File: config.mk
export PLATFORM = sky130hd
export DESIGN_NAME = periodic_temp_sensor_converter_unit
export DESIGN_NICKNAME = d
export VERILOG_FILES = /design/src/sv/ptsc_pkg.sv /design/src/sv/periodic_temp_sensor_converter_unit.sv
export SDC_FILE = /design/constraint.sdc
export NUM_CORES = 1
export LEC_CHECK = 0
export BUFFER_PORTS_ARGS = -buffer_cell sky130_fd_sc_hd__buf_2
export CORE_MARGIN = 10
export CORE_UTILIZATION = 63
export CTS_BUF_LIST = sky130_fd_sc_hd__clkbuf_2 sky130_fd_sc_hd__clkbuf_4 sky130_fd_sc_hd__clkbuf_8
export DETAILED_ROUTE_END_ITERATION = 16
export GPL_TIMING_DRIVEN = 0
export HOLD_SLACK_MARGIN = 0.06
export PLACE_DENSITY = 0.83
export REMOVE_ABC_BUFFERS = 1
export SYNTH_ARGS = -nofsm -noshare
export SYNTH_HDL_FRONTEND = slang
export SYNTH_SLANG_ARGS = --single-unit
File: constraint.sdc
create_clock -name clk -period 6.6 [get_ports clk]
set_input_delay 0.66 -clock clk [delete_from_list [all_inputs] [get_ports clk]]
set_output_delay 0.66 -clock clk [all_outputs]
set_load 0.005 [all_outputs]
File: src/sv/ptsc_pkg.sv
// ptsc_pkg: shared types and constants for the periodic temperature sensor converter
// no dependencies; used by periodic_temp_sensor_converter_unit

package ptsc_pkg;

	localparam int ADC_WIDTH_DEFAULT = 12;
	localparam int CODE_W            = 12;
	localparam int TEMP_W            = 16;
	localparam int INTERVAL_W        = 16;
	localparam int DEFAULT_INTERVAL  = 500;
	localparam int CAL_LIMIT         = 4096;

	// temperatures in 1/16 degree
	localparam int CAL_BASE_TEMP     = 480;    // 30 degrees
	localparam int CAL_SPAN_TEMP     = 1280;   // 110 - 30 degrees
	localparam int DS_SLOPE          = 21120;  // 3300 mV full scale / 2.5 mV * 16
	localparam int DS_OFFSET         = 4464;   // (760 / 2.5 - 25) * 16

	localparam int DIV_W             = 32;     // dividend / quotient width
	localparam int DEN_W             = 16;     // divisor before doubling

	typedef enum logic [1:0] {
		CMD_TICK = 2'd0,
		CMD_DONE = 2'd1,
		CMD_POLL = 2'd2
	} cmd_t;

	typedef enum logic [1:0] {
		REG_ENABLE   = 2'd0,
		REG_INTERVAL = 2'd1,
		REG_CAL_LOW  = 2'd2,
		REG_CAL_HIGH = 2'd3
	} reg_idx_t;

	typedef enum logic [2:0] {
		ST_IDLE,
		ST_SETUP,
		ST_LOAD,
		ST_DIV,
		ST_FINISH
	} state_t;

endpackage

File: src/sv/periodic_temp_sensor_converter_unit.sv
// periodic_temp_sensor_converter_unit: tick scheduler, sample store and temperature conversion
// depends on ptsc_pkg; one shared restoring divider under a small sequencer

// Each accepted beat gives exactly one result beat. Ticks, polls, unknown commands and beats
// taken while disabled are answered directly: the result is registered at the accepting edge.
// A finished conversion with sampling enabled steps through ST_SETUP to form the signed
// numerator, ST_LOAD to form the rounded dividend, ST_DIV for the bit-serial divider (one
// quotient bit a cycle) and ST_FINISH to sign, offset and saturate into the result register.
// item_stall is high for that whole time and while a result beat waits on a stalled receiver.
// Registers sit at byte addresses 0, 4, 8 and 12; the user must write them only while the
// block is idle, which the block itself does not enforce.

module periodic_temp_sensor_converter_unit #(
	parameter int ADC_WIDTH = ptsc_pkg::ADC_WIDTH_DEFAULT
) (
	input  logic                              clk,
	input  logic                              arst_n,
	// configuration
	input  logic                              psel,
	input  logic                              penable,
	input  logic                              pwrite,
	input  logic [3:0]                        paddr,
	input  logic [31:0]                       pwdata,
	output logic [31:0]                       prdata,
	output logic                              pready,
	// items
	input  logic                              item_valid,
	output logic                              item_stall,
	input  logic [1:0]                        command,
	input  logic [ptsc_pkg::CODE_W-1:0]       sample_code,
	// results
	output logic                              result_valid,
	input  logic                              result_stall,
	output logic                              start_conversion,
	output logic signed [ptsc_pkg::TEMP_W-1:0] temperature,
	output logic                              fresh,
	output logic [ptsc_pkg::CODE_W-1:0]       last_code,
	output logic                              used_calibration
);

	localparam int CW       = ptsc_pkg::CODE_W;
	localparam int TW       = ptsc_pkg::TEMP_W;
	localparam int IW       = ptsc_pkg::INTERVAL_W;
	localparam int DW       = ptsc_pkg::DIV_W;
	localparam int NW       = ptsc_pkg::DEN_W;
	localparam int CNT_W    = $clog2(DW);
	localparam longint FULL_SCALE = (64'd1 << ADC_WIDTH) - 64'd1;
	localparam logic [CW-1:0] CODE_MASK = CW'((ADC_WIDTH >= CW) ? ((64'd1 << CW) - 64'd1)
		: FULL_SCALE);
	localparam logic signed [DW-1:0] DS_OFS = DW'(ptsc_pkg::DS_OFFSET * FULL_SCALE);
	localparam logic [NW-1:0] DS_DEN = NW'(FULL_SCALE);
	localparam logic [IW-1:0] ALL_ONES = '1;

	// configuration registers
	logic            enable_q;
	logic [IW-1:0]   interval_q;
	logic [CW-1:0]   cal_low_q;
	logic [CW-1:0]   cal_high_q;

	// block state
	logic [IW-1:0]   elapsed_q;
	logic [CW-1:0]   code_q;
	logic signed [TW-1:0] temp_q;
	logic            fresh_q;
	logic            cal_q;

	// divider datapath
	ptsc_pkg::state_t state_q, state_d;
	logic signed [DW-1:0] num_q;
	logic [NW-1:0]   den_q;
	logic            neg_q;
	logic [DW-1:0]   quo_q;
	logic [NW:0]     dvs_q;
	logic [NW:0]     rem_q;
	logic [CNT_W-1:0] cnt_q;

	// result register
	logic            res_valid_q;
	logic            res_start_q;
	logic            res_fresh_q;

	logic            cfg_wr;
	logic            accept;
	logic            out_busy;
	logic            conv_go;
	logic            finish_go;
	logic            load_now;
	logic            tick_start;
	logic [IW-1:0]   elapsed_inc;
	logic            cal_ok;
	logic [NW+1:0]   trial_rem;
	logic            trial_ge;
	logic signed [DW-1:0] num_cal;
	logic signed [DW-1:0] num_ds;
	logic [DW-1:0]   mag;
	logic signed [DW+1:0] t_full;

	assign pready = 1'b1;
	assign cfg_wr = psel && penable && pwrite && pready;

	always_comb begin
		case (ptsc_pkg::reg_idx_t'(paddr[3:2]))
			ptsc_pkg::REG_ENABLE:   prdata = {31'd0, enable_q};
			ptsc_pkg::REG_INTERVAL: prdata = {{(32-IW){1'b0}}, interval_q};
			ptsc_pkg::REG_CAL_LOW:  prdata = {{(32-CW){1'b0}}, cal_low_q};
			ptsc_pkg::REG_CAL_HIGH: prdata = {{(32-CW){1'b0}}, cal_high_q};
			default:                prdata = '0;
		endcase
	end

	// handshake and sequencer
	assign out_busy   = res_valid_q && result_stall;
	assign item_stall = (state_q != ptsc_pkg::ST_IDLE) || out_busy;
	assign accept     = item_valid && !item_stall;
	assign conv_go    = accept && (command == ptsc_pkg::CMD_DONE) && enable_q;

	always_comb begin
		state_d   = state_q;
		finish_go = 1'b0;
		case (state_q)
			ptsc_pkg::ST_IDLE:   if (conv_go) state_d = ptsc_pkg::ST_SETUP;
			ptsc_pkg::ST_SETUP:  state_d = ptsc_pkg::ST_LOAD;
			ptsc_pkg::ST_LOAD:   state_d = ptsc_pkg::ST_DIV;
			ptsc_pkg::ST_DIV:    if (cnt_q == '0) state_d = ptsc_pkg::ST_FINISH;
			ptsc_pkg::ST_FINISH: begin
				if (!out_busy) begin
					finish_go = 1'b1;
					state_d   = ptsc_pkg::ST_IDLE;
				end
			end
			default:             state_d = ptsc_pkg::ST_IDLE;
		endcase
	end

	assign load_now = (accept && !conv_go) || finish_go;

	always_ff @(posedge clk or negedge arst_n) begin
		if (!arst_n) begin
			state_q <= ptsc_pkg::ST_IDLE;
		end else begin
			state_q <= state_d;
		end
	end

	// tick scheduling
	assign elapsed_inc = (elapsed_q != ALL_ONES) ? elapsed_q + 1'b1 : elapsed_q;
	assign tick_start  = enable_q && (elapsed_inc >= interval_q);

	// numerator forms
	assign cal_ok  = (cal_low_q != '0) && (cal_high_q > cal_low_q)
		&& ({1'b0, cal_high_q} < (CW+1)'(ptsc_pkg::CAL_LIMIT));
	assign num_cal = DW'($signed({1'b0, code_q}) - $signed({1'b0, cal_low_q}))
		* DW'(ptsc_pkg::CAL_SPAN_TEMP);
	assign num_ds  = $signed(DW'(code_q) * DW'(ptsc_pkg::DS_SLOPE)) - DS_OFS;
	assign mag     = num_q[DW-1] ? DW'(-num_q) : DW'(num_q);

	// one restoring step
	assign trial_rem = {rem_q, quo_q[DW-1]};
	assign trial_ge  = trial_rem >= {1'b0, dvs_q};

	// sign, offset, saturate
	assign t_full = (neg_q ? -$signed({2'b00, quo_q}) : $signed({2'b00, quo_q}))
		+ (cal_q ? (DW+2)'(ptsc_pkg::CAL_BASE_TEMP) : '0);

	always_ff @(posedge clk or negedge arst_n) begin
		if (!arst_n) begin
			enable_q    <= 1'b0;
			interval_q  <= IW'(ptsc_pkg::DEFAULT_INTERVAL);
			cal_low_q   <= '0;
			cal_high_q  <= '0;
			elapsed_q   <= ALL_ONES;
			code_q      <= '0;
			temp_q      <= '0;
			fresh_q     <= 1'b0;
			cal_q       <= 1'b0;
			res_valid_q <= 1'b0;
			res_start_q <= 1'b0;
			res_fresh_q <= 1'b0;
			cnt_q       <= '0;
		end else begin
			if (cfg_wr) begin
				case (ptsc_pkg::reg_idx_t'(paddr[3:2]))
					ptsc_pkg::REG_ENABLE: begin
						enable_q <= pwdata[0];
						if (pwdata[0]) elapsed_q <= ALL_ONES;
					end
					ptsc_pkg::REG_INTERVAL: begin
						interval_q <= (pwdata[IW-1:0] == '0) ?
							IW'(ptsc_pkg::DEFAULT_INTERVAL) : pwdata[IW-1:0];
					end
					ptsc_pkg::REG_CAL_LOW:  cal_low_q <= pwdata[CW-1:0];
					ptsc_pkg::REG_CAL_HIGH: cal_high_q <= pwdata[CW-1:0];
					default: ;
				endcase
			end

			if (accept) begin
				res_start_q <= 1'b0;
				res_fresh_q <= 1'b0;
				case (command)
					ptsc_pkg::CMD_TICK: begin
						if (enable_q) begin
							elapsed_q   <= tick_start ? '0 : elapsed_inc;
							res_start_q <= tick_start;
						end
					end
					ptsc_pkg::CMD_DONE: begin
						if (enable_q) code_q <= sample_code & CODE_MASK;
					end
					ptsc_pkg::CMD_POLL: begin
						res_fresh_q <= fresh_q;
						fresh_q     <= 1'b0;
					end
					default: ;
				endcase
			end

			if (state_q == ptsc_pkg::ST_SETUP) cal_q <= cal_ok;
			if (state_q == ptsc_pkg::ST_LOAD) cnt_q <= CNT_W'(DW - 1);
			if (state_q == ptsc_pkg::ST_DIV) cnt_q <= cnt_q - 1'b1;

			if (finish_go) begin
				fresh_q <= 1'b1;
				if (t_full > (DW+2)'(signed'(32767)))
					temp_q <= TW'(32767);
				else if (t_full < -(DW+2)'(signed'(32768)))
					temp_q <= TW'(-32768);
				else
					temp_q <= t_full[TW-1:0];
			end

			if (load_now)
				res_valid_q <= 1'b1;
			else if (!result_stall)
				res_valid_q <= 1'b0;
		end
	end

	// divider payload
	always_ff @(posedge clk) begin
		case (state_q)
			ptsc_pkg::ST_SETUP: begin
				num_q <= cal_ok ? num_cal : num_ds;
				den_q <= cal_ok ? NW'(cal_high_q - cal_low_q) : DS_DEN;
			end
			ptsc_pkg::ST_LOAD: begin
				neg_q <= num_q[DW-1];
				quo_q <= {mag[DW-2:0], 1'b0} + DW'(den_q);
				dvs_q <= {den_q, 1'b0};
				rem_q <= '0;
			end
			ptsc_pkg::ST_DIV: begin
				rem_q <= trial_ge ? (NW+1)'(trial_rem - {1'b0, dvs_q})
					: trial_rem[NW:0];
				quo_q <= {quo_q[DW-2:0], trial_ge};
			end
			default: ;
		endcase
	end

	assign result_valid     = res_valid_q;
	assign start_conversion = res_start_q;
	assign fresh            = res_fresh_q;
	assign temperature      = temp_q;
	assign last_code        = code_q;
	assign used_calibration = cal_q;

	a_div_ends: assert property (@(posedge clk) disable iff (!arst_n)
		(state_q == ptsc_pkg::ST_DIV && cnt_q == '0) |=> state_q == ptsc_pkg::ST_FINISH)
		else $error("divider did not finish after its last step");

	a_interval_nonzero: assert property (@(posedge clk) disable iff (!arst_n)
		interval_q != '0)
		else $error("sample interval register holds zero");

	a_conv_starts: assert property (@(posedge clk) disable iff (!arst_n)
		conv_go |=> (state_q == ptsc_pkg::ST_SETUP && !result_valid))
		else $error("accepted conversion did not enter the divider sequence");

	a_one_flag: assert property (@(posedge clk) disable iff (!arst_n)
		result_valid |-> !(start_conversion && fresh))
		else $error("tick and poll flags both set on one result beat");

endmodule

Word-level counts from Yosys, hierarchy flattened
Index checks and enable logic that the tools add are counted.
{"block": "totals", "word_cells": 117, "reg_bits": 212, "inputBits": 57, "output_inout_bits": 66}
{"block": "classes", "mux": 35, "n_reduce_logical": 30, "mul": 2, "eq_ne": 14, "order_cmp": 5, "n_addsub": 10}
{"operator": "2-to-1 mux 16 bit", "n": 11}
{"operator": "case mux 32 bit (4 select lines)", "n": 1}
{"operator": "case mux 32 bit (2 select lines)", "n": 1}
{"operator": "adder 34 x 9 -> 34 bit", "n": 1}
{"operator": "greater-than comparator 34 x 16 -> 1 bit (second input constant)", "n": 1}
{"operator": "< comparator 34 x 16 -> 1 bit (second input constant)", "n": 1}
{"operator": "2-to-1 mux 34 bit", "n": 1}
{"operator": "negation 32 -> 34 bit", "n": 1}
{"operator": "case mux 17 bit (2 select lines)", "n": 1}
{"operator": "adder 32 x 16 -> 32 bit", "n": 1}
{"operator": "2-to-1 mux 32 bit", "n": 1}
{"operator": "2-to-1 mux 31 bit", "n": 1}
{"operator": "negation 31 bit", "n": 1}
{"operator": "subtractor 27 x 25 -> 28 bit (second input constant)", "n": 1}
{"operator": "subtractor 12 x 12 -> 13 bit", "n": 2}
{"operator": "multiplier 12 x 8 -> 20 bit (second input constant)", "n": 1}
{"operator": "greater-or-equal comparator 18 x 17 -> 1 bit", "n": 1}
{"operator": "multiplier 13 x 4 -> 17 bit (second input constant)", "n": 1}
{"operator": "2-to-1 mux 17 bit", "n": 1}
{"operator": "subtractor 17 bit", "n": 1}
{"operator": "adder 16 x 1 -> 16 bit (second input constant)", "n": 1}
{"operator": "greater-or-equal comparator 16 bit", "n": 1}
{"operator": "zero test 16 bit", "n": 1}
{"operator": "!= test 16 bit (second input constant)", "n": 1}
{"operator": "other kinds (25)", "n": 61}

Depth between registers and ports, before layout
Gate-level depths: netlist of the first run.
{"block": "logic_depth", "depth_word": 10, "ltp_mapped": 22}

Worst setup path after synthesis of the first run
OpenSTA, ideal clock, no wires.
{"block": "synth_timing", "path_kind": "flip-flop to flip-flop", "startpoint": "register quo_q[5]", "endpoint": "register temp_q[2], in the netlist temperature[2]", "t_required_ps": 6527, "setup_slack_ps": 1997, "path_stages_with_launch": 18, "synth_period_minus_slack_ps": 4603, "arrival_time_ps": 4530, "cell_sequence": "edfxtp_1 > or4_1 > o21ai_0 > xnor2_1 > ha_1 > a21o_1 > a21o_1 > a21oi_1 > a211o_1 > or4b_1 > buf_2 > or3_4 > or4b_1 > a22o_1 > o21ai_4 > buf_6 > nand2_2 > a21oi_2"}
{"block": "synth_via", "elab_chain_cells": 6, "elab_cells_between_ends": 7, "classes_between": "add/sub: 2; order compare: 2; mux: 3"}
{"item": "start: declaration", "line": "periodic_temp_sensor_converter_unit.sv:72", "rtl": "logic [DW-1:0] quo_q;"}
{"item": "start signal: assignment", "line": "periodic_temp_sensor_converter_unit.sv:248", "rtl": "quo_q <= {mag[DW-2:0], 1'b0} + DW'(den_q);"}
{"item": "start signal: assignment", "line": "periodic_temp_sensor_converter_unit.sv:255", "rtl": "quo_q <= {quo_q[DW-2:0], trial_ge};"}
{"item": "negation 32 -> 34 bit", "line": "periodic_temp_sensor_converter_unit.sv:162", "rtl": "assign t_full = (neg_q ? -$signed({2'b00, quo_q}) : $signed({2'b00, quo_q}))"}
{"item": "2-to-1 mux 34 bit (*)", "line": "periodic_temp_sensor_converter_unit.sv:162"}
{"item": "adder 34 x 9 -> 34 bit (*)", "line": "periodic_temp_sensor_converter_unit.sv:163", "rtl": "+ (cal_q ? (DW+2)'(ptsc_pkg::CAL_BASE_TEMP) : '0);"}
{"item": "< comparator 34 x 16 -> 1 bit", "line": "periodic_temp_sensor_converter_unit.sv:226", "rtl": "else if (t_full < -(DW+2)'(signed'(32768)))"}
{"item": "2-to-1 mux 16 bit", "line": "periodic_temp_sensor_converter_unit.sv:226"}
{"item": "2-to-1 mux 16 bit (*)", "line": "periodic_temp_sensor_converter_unit.sv:224", "rtl": "if (t_full > (DW+2)'(signed'(32767)))"}
{"item": "end signal: assignment", "line": "periodic_temp_sensor_converter_unit.sv:227", "rtl": "temp_q <= TW'(-32768);"}
{"item": "end signal: assignment", "line": "periodic_temp_sensor_converter_unit.sv:229", "rtl": "temp_q <= t_full[TW-1:0];"}
{"item": "end: declaration", "line": "periodic_temp_sensor_converter_unit.sv:63", "rtl": "logic signed [TW-1:0] temp_q;"}
Mark *: on every way between the ends. The rest lies on a longest branch, timed or not.
A chain may end at the register's enable or synchronous reset.

Worst setup path after layout of the first run
{"block": "layout_timing", "startpoint": "register quo_q[4]", "endpoint": "register temp_q[5], in the netlist temperature[5]"}
Same word-level chain as after synthesis.

==> impl_metrics.py, run 1 <==
metrics = {
    "outcome": {
        "status": "finished, final reports clean",
    },
    "clock_network": {
        "post_cts_buffers": 0,
        "cts_sinks": 196,
        "path_clk_slew_ps": 110,
        "htree_levels": 4,
        "clock_latency_ps": 500,
        "cts_tree": "built",
        "cts_buffer_depth": 2,
        "ctsHoldBuffers": 0,
        "cts-root-buf": "clkbuf_8",
        "cts_buffers": 17,
        "cts-resized-gates": 0,
    },
    "cells_and_area": {
        "final_cells": 2147,
        "area_growth_pct": 6.670,
        "drive_gt1_share_pct": 12.66,
        "fillCellCount": 1959,
        "antenna_cells": 0,
        "final_nets": 2037,
    },
    "global_route": {
        "grt_pass1_wl_um": 61750,
        "grt_pass1_vias": 12960,
        "grt_max_degree": 59,
        "track_usage_pct": 23.24,
        "antenna_found_initial": 0,
        "overflow": 0,
    },
    "power_and_ir_drop": {
        "p_int_uw": 4012,
        "p_sw_uw": 3382,
        "p_leak_uw": 0.007440,
        "power_frac_comb_pct": 58.8,
        "clkPwrFrac_pct": 10.5,
        "switching_share_pct": 45.74,
        "seq_power_share_pct": 30.7,
        "power.density_nw_per_um2": 433.2,
        "ir_drop_mv": 0.2036,
    },
    "sta": {
        "hold_ws_ps": 125.8,
        "tightest_slew_ps": 1287,
        "skew_ps": 20.68,
        "maxSlewViolCount": 0,
        "min_period_ps": 5691,
        "hold_viol": 0,
        "fmax_mhz": 175.7,
        "slew_headroom_pct": 14.23,
        "post-route-period-util_pct": 86.23,
        "rsz0062_at_grt": "false",
        "tns_ps": 0,
        "final-setup-viol-count": 0,
        "layout_setup_ws_ps": 908.6,
    },
    "floorplan": {
        "core_um2": 25110,
        "fp.dieH_um": 179.4,
        "io_pins": 123,
        "die_area_um2": 32170,
        "die_w_um": 179.4,
        "initial_core_util_pct": 63.73,
        "fp-row-count": 58,
    },
    "routing": {
        "viasPerCell": 6.127,
        "vias": 13160,
        "wl_per_cell_um": 17.25,
        "first_iter_violations": 1053,
        "antenna_left": 0,
        "drc": 0,
        "routed_wl_um": 37030,
        "dr.pass1.iters": 5,
    },
    "synth": {
        "ys.flop_type": "edfxtp_1",
        "ys_seq_area_share_pct": 33.89,
        "ys_ff_latch": 196,
        "synth-edff-count": 98,
        "syn_inst": 1758,
        "synth-warning-count": 0,
        "avgSynthCellArea_um2": 9.102,
        "yosysTopAreaCell": "edfxtp_1",
        "syn_area_um2": 16000,
        "async_flop_share_pct": 50.00,
        "synth_top_area_share_pct": 18.39,
        "yosysUniqueCellTypes": 81,
        "synth_area_leaders": "edfxtp_1, ha_1, dfrtp_1, xnor2_1, dfstp_2",
        "synth_most_common_cell": "ha_1",
        "netlist_top_cells_count": "ha_1, nand2_1, nor2_1, o21ai_0, inv_1",
    },
    "critical_path": {
        "crit_path_top_delay_cell": "nor4_2",
        "critical_path_class": "reg -> reg",
        "crit_path_end_kind": "flop",
        "startpoint_type": "flop",
        "required_ps": 7010,
        "path_cells": "nor4_2 -> nand2_1 -> o31a_1 -> xor2_1 -> ha_1 -> a21oi_1 -> a211o_1 -> or4b_1 -> or3_4 -> or4b_1 -> a22o_1 -> o21ai_4 -> nand2_1 -> a21oi_1",
        "cp_max_fo": 15,
        "critical_path.max_stage_delay_ps": 950,
        "arrival_ps": 6100,
    },
    "placed_design": {
        "post-place-ws_ps": 1041,
        "dpl.hpwl_um": 28710,
        "numPlacedInstances": 2115,
        "place_congestion": 0.9121,
        "port-buffer-count": 87,
    },
    "hold_path": {
        "worstHoldPathType": "in -> async",
    },
    "run": {
        "drv_cap": 0,
    },
}
[cell usage in the layout (no fill, tap or decap), types with 14 or more instances in the layout]
cell | netlist | layout
and3_1 | 18 | 18
inv_1 | 106 | 106
or3_1 | 21 | 21
dfstp_2 | 22 | 22
dfrtp_1 | 76 | 76
nor2_1 | 150 | 149
nor2b_1 | 19 | 18
xnor2_1 | 96 | 96
o21ai_0 | 115 | 115
nor4_1 | 28 | 27
buf_2 | 1 | 86
nand4_1 | 21 | 21
a21o_1 | 28 | 28
o22ai_1 | 14 | 14
conb_1 | 2 | 17
ha_1 | 156 | 156
fa_1 | 20 | 20
nand3_1 | 45 | 45
clkbuf_8 | 0 | 18
a21oi_1 | 102 | 102
mux2_2 | 40 | 40
xor2_1 | 56 | 56
nor3_1 | 34 | 34
edfxtp_1 | 98 | 98
and2_1 | 14 | 14
o31ai_1 | 19 | 19
nand2_1 | 153 | 152
[power groups by stage]
stage / logic [uW] / registers, uW / clock network (uW)
after floorplan: 3400 / 2130 / 0
after global placement: 4090 / 2260 / 0
after detailed placement: 4290 / 2280 / 0
after CTS: 4330 / 2250 / 787
after global routing: 4940 / 2310 / 834
final: 4350 / 2270 / 778
[layer usage]
layer | vias up | GRT usage (%) | routed length [um]
li1 | 6423 | - | -
met4 | 0 | 7.960 | 886
met5 | - | 0 | 0
met2 | 346 | 39.89 | 18170
met3 | 58 | 3.583 | 1613
met1 | 6328 | 29.33 | 16370
[flip-flops by register name (all words and copies together), names as in the netlist, 13 cells and up]
| name | cells |
|---|---|
| den_q | 13 |
| dvs_q | 13 |
| elapsed_q | 16 |
| interval_q | 16 |
| num_q | 22 |
| quo_q | 32 |
| rem_q | 17 |
| temperature | 16 |
[final cells by class]
class	instances	area (um^2)	share of cell area, %
flip-flops and latches	196	5423	31.77
inverters	106	397.9	2.331
repair buffers	95	578.1	3.387
clock inverters	13	137.6	0.8063
clock buffers	19	255.2	1.495
multi-input cells	1388	9864	57.79
well taps	330	412.9	2.419
[metrics by stage]
step,instance area [um^2],util [%],power (uW)
2_1_floorplan,15660,-,5530
3_3_place_gp,16510,65.75,6353
3_5_place_dp,16680,66.41,6568
4_1_cts,17070,67.98,7375
5_1_grt,17070,67.98,8084
6_report,17070,67.98,7395
[logic make-up after synthesis]
kind of cell | Yosys count | share of synthesized area, %
AND/OR/NAND/NOR | 575 | 17.84
other | 2 | 0.04693
XOR/XNOR | 152 | 8.320
adder cells (fa/ha/maj) | 176 | 14.70
AO/OA/AOI/OAI | 416 | 16.59
multiplexers | 52 | 3.644
flip-flops | 196 | 33.89
buffers and inverters | 189 | 4.965
[critical path, delay by kind of cell, from the launching register on]
| family | cells | cell delay, ps |
|---|---|---|
| AND/OR/NAND/NOR | 6 | 2940 |
| AO/OA/AOI/OAI | 6 | 1680 |
| flip-flops | 1 | 490 |
| adder cells (fa/ha/maj) | 1 | 340 |
| XOR/XNOR | 1 | 150 |
[final timing paths]
kind	startpoint	to	slack, ps	depth (start not counted)
max in group asynchronous	arst_n	interval_q[8]$_DFFE_PN1P_	5750	2
max	quo_q[4]$_DFFE_PP_	temperature[5]$_DFFE_PN0P_	910	14
max reg2reg	quo_q[4]$_DFFE_PP_	temperature[5]$_DFFE_PN0P_	910	14
min in group clk	pwdata[12]	interval_q[12]$_DFFE_PN0P_	370	3
min reg2reg	start_conversion$_DFFE_PN0P_	start_conversion$_DFFE_PN0P_	490	1
min	arst_n	temperature[15]$_DFFE_PN0P_	130	1
No activity file was read; power rests on OpenSTA's default activity.
==> inputs of run 2 (changes only) <==
Settings changed: ABC_AREA set to 1, CORE_UTILIZATION 63 to 64, PLACE_DENSITY 0.83 to 0.84.
==> run 2 against run 1 <==
  * Worst setup slack gained 1100 ps
  * Clock skew grew 7.6 ps
  * Synthesized cell count grew 20%
  * Worst hold slack gained 83 ps
  * Critical endpoint is now num_q[23]$_DFFE_PP_
==> impl_metrics.py, run 2 <==
metrics = {
    "sta": {
        "final-setup-viol-count": 0,
        "maxSlewViolCount": 0,
        "rsz0062_at_grt": "false",
        "post-route-period-util_pct": 68.91,
        "slew_headroom_pct": 11.00,
        "min_period_ps": 4548,
        "hold_viol": 0,
        "fmax_mhz": 219.9,
        "tightest_slew_ps": 1330,
        "tns_ps": 0,
        "skew_ps": 28.28,
    },
    "synth": {
        "syn_area_um2": 16400,
        "ys_seq_area_share_pct": 33.07,
        "synth_most_common_cell": "nand2_1",
        "synth_top_area_share_pct": 17.95,
        "syn_inst": 2108,
        "avgSynthCellArea_um2": 7.778,
        "synth_area_leaders": "edfxtp_1, ha_1, dfrtp_1, nand2_1, inv_1",
        "netlist_top_cells_count": "nand2_1, inv_1, nor2_1, ha_1, o21ai_0",
        "synth-edff-count": 98,
        "ys.flop_type": "edfxtp_1",
        "ys_ff_latch": 196,
        "async_flop_share_pct": 50.00,
        "yosysUniqueCellTypes": 59,
        "synth-warning-count": 0,
        "yosysTopAreaCell": "edfxtp_1",
    },
    "clock_network": {
        "path_clk_slew_ps": 130,
        "cts_buffer_depth": 2,
        "htree_levels": 4,
        "ctsHoldBuffers": 0,
        "cts_buffers": 17,
        "post_cts_buffers": 0,
        "cts-resized-gates": 0,
        "clock_latency_ps": 490,
        "cts-root-buf": "clkbuf_8",
        "cts_sinks": 196,
        "cts_tree": "built",
    },
    "floorplan": {
        "die_area_um2": 32420,
        "core_um2": 25180,
        "io_pins": 123,
        "die_w_um": 180.1,
        "fp-row-count": 58,
        "initial_core_util_pct": 65.11,
        "fp.dieH_um": 180.1,
    },
    "cells_and_area": {
        "fillCellCount": 1974,
        "regMostFlops": "quo_q",
        "largest_register_ffs": 32,
        "final_cell_mix": "nand2_1, inv_1, nor2_1, ha_1, o21ai_0",
        "multi_input_comb_area_um2": 9643,
        "seqCellArea_um2": 5423,
        "final_area_um2": 17590,
        "reg_top3": "quo_q x32, num_q x22, rem_q x17",
        "final_common_cell": "nand2_1",
        "final_nets": 2413,
        "post-route-util_pct": 69.85,
        "antenna_cells": 0,
        "drive_gt1_share_pct": 12.31,
        "area_growth_pct": 7.280,
    },
    "global_route": {
        "grt_pass1_wl_um": 65810,
        "track_usage_pct": 23.77,
        "grt_max_degree": 53,
        "overflow": 0,
        "antenna_found_initial": 0,
        "grt_pass1_vias": 13960,
    },
    "hold_path": {
        "worstHoldPathType": "in -> async",
    },
    "routing": {
        "dr.pass1.iters": 6,
        "viasPerCell": 5.623,
        "vias": 14190,
        "first_iter_violations": 998,
        "antenna_left": 0,
        "drc": 0,
        "routed_wl_um": 39110,
        "wl_per_cell_um": 15.50,
    },
    "placed_design": {
        "port-buffer-count": 87,
        "place_congestion": 0.9352,
        "placed_area_um2": 17140,
        "dpl.hpwl_um": 30850,
    },
    "critical_path": {
        "r2r_setup_slack_ps": 2050,
        "required_ps": 6850,
        "critical_path.max_stage_delay_ps": 440,
        "reg2reg_depth": 25,
        "startpoint_type": "flop",
        "crit_path_top_delay_cell": "dfrtp_1",
        "critical_path_class": "reg -> reg",
        "cp_max_fo": 4,
        "arrival_ps": 4800,
        "crit_path_end_kind": "flop",
        "rr_endpoint": "num_q[23]$_DFFE_PP_",
        "r2r-start": "last_code[0]$_DFFE_PN0P_",
    },
    "run": {
        "drv_cap": 0,
    },
    "outcome": {
        "status": "finished, final reports clean",
    },
}
run 2: critical path: cells and delay by family (launching register included):
family / cells / cell delay, ps
AOI/OAI and AO/OA: 8 / 1330
xor gates and xnor gates: 1 / 140
adders and majority gates: 4 / 1250
buffers and inverters: 3 / 290
DFF: 1 / 440
and+or+nand+nor: 9 / 870
run 2: routing by layer:
metal	vias up	track usage, %	wire length, um
met3	104	3.574	1862
li1	7113	-	-
met1	6524	27.99	16530
met2	445	42.14	19220
met4	0	10.24	1501
met5	-	0	0
run 2: worst max path at each step:
stage / startpoint / cells after the start / to
after floorplan: state_q[2]$_DFFE_PN0P_ / 6 / quo_q[28]$_DFFE_PP_
after global placement: state_q[1]$_DFFE_PN0P_ / 7 / quo_q[26]$_DFFE_PP_
after detailed placement: last_code[1]$_DFFE_PN0P_ / 19 / num_q[26]$_DFFE_PP_
after CTS: last_code[1]$_DFFE_PN0P_ / 19 / num_q[26]$_DFFE_PP_
after global routing: cal_low_q[2]$_DFFE_PN0P_ / 25 / num_q[30]$_DFFE_PP_
final: last_code[0]$_DFFE_PN0P_ / 25 / num_q[23]$_DFFE_PP_
run 2: logic make-up after synthesis:
logic type | count (synthesis) | synth area share [%]
AO/OA/AOI/OAI | 347 | 12.03
XOR/XNOR | 113 | 6.036
adder cells (fa/ha/maj) | 176 | 14.35
buffers and inverters | 350 | 8.615
flip-flops | 196 | 33.07
multiplexers | 10 | 0.6868
other | 2 | 0.04580
AND/OR/NAND/NOR | 914 | 25.17
run 2: area by class of cell:
cell class              count  area share, %
clock buffers              18          1.408
clock inverters            14          1.060
inverters                 293          6.252
multi-input cells        1577          54.82
flip-flops and latches    196          30.83
well taps                 330          2.347
repair buffers             95          3.286
run 2: metrics by stage:
stage	cells	hold WS, ps	setup slack, ps
after floorplan	2066	364.4	723.2
after global placement	2483	431.7	-1855
after detailed placement	2490	440.0	2127
after CTS	2522	208.3	2083
after global routing	2523	233.4	1630
final	2523	208.3	2052
Power of run 2 is left out: the tool's default activity adds up to more than one toggle a clock period on the data nets, which glitch-free logic cannot reach.
==> inputs of run 3 (changes only) <==
Clock period 6.6 ns to 4.65 ns, I/O delays scaled along.
==> run 3 against run 2 <==
  * Via count is 0.42% higher
  * Cell area is 0.42% higher
  * Die area stayed put
  * Maximum frequency is 4.1% higher
  * Global-route usage stayed put
  * Worst setup slack worse by 1800 ps
  * Largest cell class unchanged
==> impl_metrics.py, run 3 (synthesized netlist as in run 2, its figures left out) <==
metrics = {
    "cells_and_area": {
        "antenna_cells": 0,
        "final_cell_mix": "nand2_1, inv_1, nor2_1, ha_1, o21ai_0",
        "reg_top3": "quo_q x32, num_q x22, rem_q x17",
        "area_growth_pct": 7.730,
        "fillCellCount": 1960,
        "largest_register_ffs": 32,
        "final_cells": 2529,
        "final_common_cell": "nand2_1",
        "final_nets": 2419,
        "drive_gt1_share_pct": 12.82,
        "regMostFlops": "quo_q",
    },
    "sta": {
        "hold_ws_ps": 189.3,
        "layout_setup_ws_ps": 282.9,
        "skew_ps": 24.62,
        "maxSlewViolCount": 0,
        "tightest_slew_ps": 1340,
        "slew_headroom_pct": 10.31,
        "final-setup-viol-count": 0,
        "hold_viol": 0,
        "min_period_ps": 4367,
        "post-route-period-util_pct": 93.92,
        "fmax_mhz": 229.0,
    },
    "routing": {
        "dr.pass1.iters": 6,
        "viasPerCell": 5.633,
        "drc": 0,
        "first_iter_violations": 981,
        "wl_per_cell_um": 15.55,
        "antenna_left": 0,
        "routed_wl_um": 39310,
        "vias": 14250,
    },
    "floorplan": {
        "fp.dieH_um": 180.1,
        "core_um2": 25180,
        "die_w_um": 180.1,
        "die_area_um2": 32420,
        "fp-row-count": 58,
        "initial_core_util_pct": 65.11,
        "io_pins": 123,
    },
    "critical_path": {
        "startpoint_type": "flop",
        "required_ps": 4910,
        "critical_path_class": "reg -> reg",
        "cp_max_fo": 4,
        "crit_path_end_kind": "flop",
        "arrival_ps": 4630,
    },
    "clock_network": {
        "cts-root-buf": "clkbuf_8",
        "htree_levels": 4,
        "path_clk_slew_ps": 110,
        "cts_buffer_depth": 2,
        "cts_tree": "built",
        "cts_buffers": 17,
        "clock_latency_ps": 490,
        "cts_sinks": 196,
    },
    "placed_design": {
        "dpl.hpwl_um": 30850,
        "port-buffer-count": 87,
        "place_congestion": 0.9352,
        "post-place-ws_ps": 176.8,
        "numPlacedInstances": 2490,
    },
    "global_route": {
        "grt_pass1_vias": 13960,
        "grt_pass1_wl_um": 65810,
        "grt_max_degree": 53,
        "track_usage_pct": 23.77,
        "overflow": 0,
        "antenna_found_initial": 0,
    },
    "run": {
        "drv_cap": 0,
    },
    "outcome": {
        "status": "finished, final reports clean",
    },
    "hold_path": {
        "worstHoldPathType": "in -> reg",
    },
}
==> run 3: metrics by stage <==
| stage | utilization (%) | instance area (um^2) | setup TNS, ps |
|---|---|---|---|
| finish | 70.15 | 17660 | 0 |
| global route | 70.15 | 17660 | -19.52 |
| floorplan | - | 16140 | -32400 |
| CTS | 69.84 | 17590 | 0 |
| detailed placement | 68.08 | 17140 | 0 |
| global placement | 67.47 | 16990 | -166060 |
==> run 3: final cells by class <==
type	count	area, um^2	area share [%]
Sequential cell	196	5424	30.71
Multi-Input combinational cell	1577	9668	54.73
Clock buffer	18	247.7	1.402
Clock inverter	14	186.4	1.055
Inverter	293	1100	6.226
Timing Repair Buffer	101	625.6	3.542
Tap cell	330	412.9	2.337
==> run 3: metal layers <==
metal	global-route usage, %	share of wire [%]	up-vias
met5	0	0	-
met4	10.24	3.6	0
met3	3.574	4.9	91
met2	42.14	49	461
met1	27.99	42	6568
li1	-	-	7125
==> run 3: path summary, 6_finish.rpt <==
check	from	to	slack, ps	cells past startpoint
min in group asynchronous	arst_n	temperature[1]$_DFFE_PN0P_	550	2
max in group asynchronous	arst_n	interval_q[2]$_DFFE_PN1P_	3410	3
hold reg to reg	den_q[4]$_SDFFCE_PN1P_	dvs_q[5]$_DFFE_PP_	470	0
setup reg to reg	last_code[0]$_DFFE_PN0P_	num_q[23]$_DFFE_PP_	280	25
setup / recovery	last_code[0]$_DFFE_PN0P_	num_q[23]$_DFFE_PP_	280	25
hold / removal	pwdata[12]	interval_q[12]$_DFFE_PN0P_	190	3
==> run 3: what timing repair did <==
action,CTS,global route
endpoints found under the setup margin,0,7
buffers inserted,0,5
endpoints found under the hold margin,33,0
hold buffers,1,0
resized for setup,0,13
==> run 3: worst max-delay path: stages (launching register included) <==
cell,delay [ps]
dfrtp_1,430
inv_2,100
ha_1,180
inv_1,60
fa_1,390
nand3_1,100
nand2_1,80
a21oi_1,140
o21bai_1,110
xor2_1,140
inv_1,80
ha_1,300
ha_1,360
a21o_1,170
a31oi_1,180
nor2_1,90
o21ai_0,180
nand2_1,130
a21boi_2,180
nor2_1,80
nor2_1,90
o21bai_1,90
a21o_1,180
nand3_1,70
nand3_1,70
and2_1,160
Power of run 3 is left out for the same reason.
